### src/sv/osm_pkg.sv
// Shared sizes and control types for the order-statistic multiset unit.
// No dependencies; imported by osm_bound and the top unit (osm_ram does not use it).
package osm_pkg;

    localparam int CAPACITY = 1024;
    localparam int ADDR_W   = $clog2(CAPACITY);
    localparam int CNT_W    = $clog2(CAPACITY + 1);
    localparam int KEY_W    = 32;
    localparam int RANK_W   = 10;
    localparam int IN_W     = 48;
    localparam int OUT_W    = 80;

    // Item kinds carried on the input tuser bit
    typedef enum logic {
        OP_INSERT = 1'b0,
        OP_QUERY  = 1'b1
    } op_t;

    // Commands from the sequencer to the bound search unit
    typedef struct packed {
        logic start;
        logic step;
        logic strict;
    } bound_ctrl_t;

    // Status from the bound search unit back to the sequencer
    typedef struct packed {
        logic              done;
        logic [ADDR_W-1:0] mid;
        logic [CNT_W-1:0]  lo;
    } bound_stat_t;

endpackage

### src/sv/osm_bound.sv
// Binary search bound unit: holds the lo/hi window and the shared signed compare.
// Depends on osm_pkg.
module osm_bound (
    input  logic                        clk,
    input  logic                        rst_n,
    input  osm_pkg::bound_ctrl_t        ctrl,
    input  logic [osm_pkg::CNT_W-1:0]   count,
    input  logic signed [osm_pkg::KEY_W-1:0] key,
    input  logic signed [osm_pkg::KEY_W-1:0] rdata,
    output osm_pkg::bound_stat_t        stat
);
    import osm_pkg::*;

    logic [CNT_W-1:0] lo_reg, lo_next;
    logic [CNT_W-1:0] hi_reg, hi_next;
    logic [CNT_W-1:0] mid_full;
    logic             go_right;

    // Midpoint of the window and the shared compare
    assign mid_full = lo_reg + ((hi_reg - lo_reg) >> 1);
    assign go_right = ctrl.strict ? (rdata < key) : (rdata <= key);

    always_comb
    begin
        lo_next = lo_reg;
        hi_next = hi_reg;
        if (ctrl.start)
        begin
            lo_next = '0;
            hi_next = count;
        end
        else if (ctrl.step)
        begin
            if (go_right)
            begin
                lo_next = mid_full + CNT_W'(1);
            end
            else
            begin
                hi_next = mid_full;
            end
        end
    end

    always_ff @(posedge clk or negedge rst_n)
    begin
        if (!rst_n)
        begin
            lo_reg <= '0;
            hi_reg <= '0;
        end
        else
        begin
            lo_reg <= lo_next;
            hi_reg <= hi_next;
        end
    end

    assign stat.done = (lo_reg == hi_reg);
    assign stat.mid  = mid_full[ADDR_W-1:0];
    assign stat.lo   = lo_reg;

endmodule

### config.mk
export PLATFORM = sky130hd
export DESIGN_NAME = osm_bound
export DESIGN_NICKNAME = d
export VERILOG_FILES = /design/src/sv/osm_pkg.sv /design/src/sv/osm_bound.sv
export SDC_FILE = /design/constraint.sdc
export NUM_CORES = 1
export LEC_CHECK = 0
export BUFFER_PORTS_ARGS = -buffer_cell sky130_fd_sc_hd__buf_2
export CELL_PAD_IN_SITES_DETAIL_PLACEMENT = 0
export CELL_PAD_IN_SITES_GLOBAL_PLACEMENT = 1
export CORE_ASPECT_RATIO = 0.8
export CORE_MARGIN = 2
export CORE_UTILIZATION = 37
export CTS_CLUSTER_DIAMETER = 30
export DETAILED_ROUTE_END_ITERATION = 12
export GPL_ROUTABILITY_DRIVEN = 0
export PLACE_DENSITY_LB_ADDON = 0.1
export SYNTH_ARGS = -nofsm -noshare
export SYNTH_HDL_FRONTEND = slang
export SYNTH_SLANG_ARGS = --single-unit
### constraint.sdc
create_clock -name clk -period 4.8 [get_ports clk]
set_input_delay 0.96 -clock clk [delete_from_list [all_inputs] [get_ports clk]]
set_output_delay 0.96 -clock clk [all_outputs]
set_load 0.02 [all_outputs]
==> flow_summary_export.csv <==
group,metric,value,unit
power_and_ir_drop,combPwrFrac,85.4,%
clocking,clock_path_buffers,2,
final_layout,fin_cells,597,
timing,period_needed,4.53,ns
route,dr.pass1.iters,4,
power_and_ir_drop,power_frac_seq,10.4,%
global_routing,grt_pass1_vias,2944,
route,routedWlPerCell,14.2,µm
route,drtIter0Drc,138,
synthesis,synth_mux_area_share,0,%
timing,holdWs,0.578,ns
placed_design,place_area,3620,µm²
die,die_y,84.3,µm
power_and_ir_drop,internal_power,1.19,mW
setup_path,cp.arrival,3.57,ns
global_routing,grt.total_usage,19.3,%
placed_design,port_buffers,101,
final_layout,diodes,0,
route,drcViolationCount,0,
synthesis,synth_top_family_by_area,"compound AO/OA/AOI/OAI gates",
timing,fmax,221,MHz
setup_path,critPathRequiredTime,3.84,ns
clocking,cts_max_level,1,
timing,tns,0,ns
clocking,root_buffer,"clkbuf_8",
power_and_ir_drop,irDropWorstVdd,683,µV
power_and_ir_drop,p_clk_share,4.2,%
synthesis,synth_xor_area_share,4.65,%
timing,hold_viol,0,
setup_path,critPathLaunchType,"flip-flop",
synthesis,yosys_register_bits,22,
run_status,outcome,"complete, no violations",
clocking,clock_sinks,22,
die,fp.dieW,104,µm
route,num_vias,3096,
placed_design,hpwl,7080,µm
final_layout,layout-drive-gt1-share,27.6,%
clocking,cts_buffers,3,
die,fp.coreArea,7870,µm²
die,placementRows,29,
synthesis,synth_warnings,0,
final_layout,fin_util,47.3,%
power_and_ir_drop,swShare,56.6,%
route,wl,8450,µm
timing,fin_ws,0.265,ns
final_layout,layout_common_cells,"buf_2 (100), inv_1 (56), ha_1 (51), a21oi_1 (31)",
die,die-area,8800,µm²
route,postRouteAntennaNets,0,
global_routing,grt_max_degree,23,
synthesis,synth-compound-area-share,24.2,%
clocking,path_clk_slew,0.08,ns
global_routing,antenna_found_initial,0,
timing,worstMarginPinSlew,0.764,ns
route,viasPerCell,5.19,
synthesis,ys_seq_area_share,18.4,%
timing,max-slew-margin-rel,49.0,%
timing,grt_setup_unrepaired,"no",
global_routing,grt_pass1_wl,14100,µm
final_layout,fin_nets,626,
final_layout,final_common_cell,"buf_2",
power_and_ir_drop,p_leak,1.86,nW
timing,final_max_slew_viol_count,0,
setup_path,crit_type,"flip-flop to output pin",
timing,skew,0.00375,ns
synthesis,syn-num-nets,522,
placed_design,place_inst,592,
setup_path,end_kind,"output pin",
power_and_ir_drop,switchingPower,1.56,mW
clocking,insertion_delay,0.26,ns
setup_path,cp_max_fo,5,
global_routing,gr-total-overflow,0,
job,maxCapViolations,0,
clocking,cts_tree,"done",
min_path,hold_path.class,"flip-flop to flip-flop",
synthesis,yosys.area_share.simple,20.7,%
synthesis,synth_fa_ha_area_share,23.6,%
synthesis,avgSynthCellArea,7.71,µm²
synthesis,synth_cells,387,
synthesis,synth.distinct_cells,52,
timing,finalSetupViolCount,0,
die,start_util,37.9,%
final_layout,stdcell_area,3720,µm²
final_layout,area_growth,24.8,%
power_and_ir_drop,total_power,2.75,mW
synthesis,netlist_area,2980,µm²
placed_design,dp_slack,0.229,ns
timing,fin_crit_sh,94.5,%
die,io_pins,102,
power_and_ir_drop,power_per_cell_area,739,nW/µm²
logic make-up after synthesis:
group | count (synthesis)
and+or+nand+nor | 122
xor gates and xnor gates | 15
adders and majority gates | 55
DFF | 22
AOI/OAI and AO/OA | 107
buffers and inverters | 66
worst paths after layout:
kind                                       start                    end  slack [ns]  cells after the start
max                        lo_reg[1]$_DFFE_PN0P_               stat[18]        0.27                     15
max in group asynchronous                  rst_n  lo_reg[1]$_DFFE_PN0P_        3.74                      1
min reg2reg                hi_reg[0]$_DFFE_PN0P_  hi_reg[0]$_DFFE_PN0P_        0.58                      2
min                        hi_reg[0]$_DFFE_PN0P_  hi_reg[0]$_DFFE_PN0P_        0.58                      2
max reg2reg                hi_reg[0]$_DFFE_PN0P_  lo_reg[9]$_DFFE_PN0P_        0.71                     17
min in group asynchronous                  rst_n  hi_reg[2]$_DFFE_PN0P_        0.67                      1
routing by layer:
metal  wire, µm  GRT usage [%]  up-vias  share of wire, %
met2       3740           31.6       79                44
met1       4310           28.4     1408                51
li1           -              -     1609                 -
met5          0              0        -                 0
met3        402           2.64        0               4.8
met4          0           1.11        0                 0
worst max-delay path: stages (launching register included):
cell	delay [ns]
dfrtp_2	0.42
inv_1	0.09
ha_1	0.32
nor2b_1	0.14
o21ai_1	0.16
a21boi_0	0.13
o21ai_1	0.20
nand2_1	0.09
xor2_1	0.14
ha_2	0.33
a21oi_4	0.19
o21a_1	0.23
a21oi_1	0.11
or2_4	0.29
nor2_1	0.25
buf_2	0.22
power groups by stage:
stage | clock (mW) | combinational, mW | sequential [mW]
after CTS | 0.119 | 2.24 | 0.285
after detailed placement | 0 | 2.21 | 0.288
after floorplan | 0 | 1.56 | 0.306
after global routing | 0.129 | 2.59 | 0.294
final | 0.116 | 2.35 | 0.287
after global placement | 0 | 2.20 | 0.287
final cells by class:
class,instances,area (µm²)
multi-input combinational,299,2230
inverter,58,218
timing repair buffer,107,553
fill,853,4150
clock buffer,3,41.3
tap,108,135
sequential,22,552
synthesized netlist by cell type (all sizes together):
library cell  instances  area share, %
inv                  57            7.2
ha                   53             22
a21oi                34            5.7
nand2                27            3.4
nor2                 27            3.4
dfrtp                22             18
nand3                22            3.7
o21ai                20            3.4
nand4                14            3.1
a31oi                10            2.1
nor3                 10            1.7
a211oi                8            2.0
nor4                  8            2.3
xor2                  8            2.6
xnor2                 7            2.1
clkbuf                5           0.63
a21boi                4            1.0
o211ai                4            1.2
o21a                  4            1.0
o311ai                4            1.7
a21o                  3           0.75
and3                  3           0.63
buf                   3           0.50
nor2b                 3           0.63
or3                   3           0.63
a31o                  2           0.59
fa                    2            1.3
o221ai                2           0.80
o311a                 2           0.67
o31a                  2           0.59
o31ai                 2           0.50
or2                   2           0.42
a2111o                1           0.38
a221o                 1           0.34
and2                  1           0.21
clkinv                1           0.13
nor3b                 1           0.25
o2111ai               1           0.29
o2bb2ai               1           0.29
o41a                  1           0.71
o41ai                 1           0.29
or3b                  1           0.29
timing repair:
item,in CTS,in global routing
setup buffers,0,2
setup endpoints to repair,3,3
pin swaps,0,3
cloned,0,0
gates resized for setup,3,13
hold buffers,0,0
(Power assumes the default switching activity.)
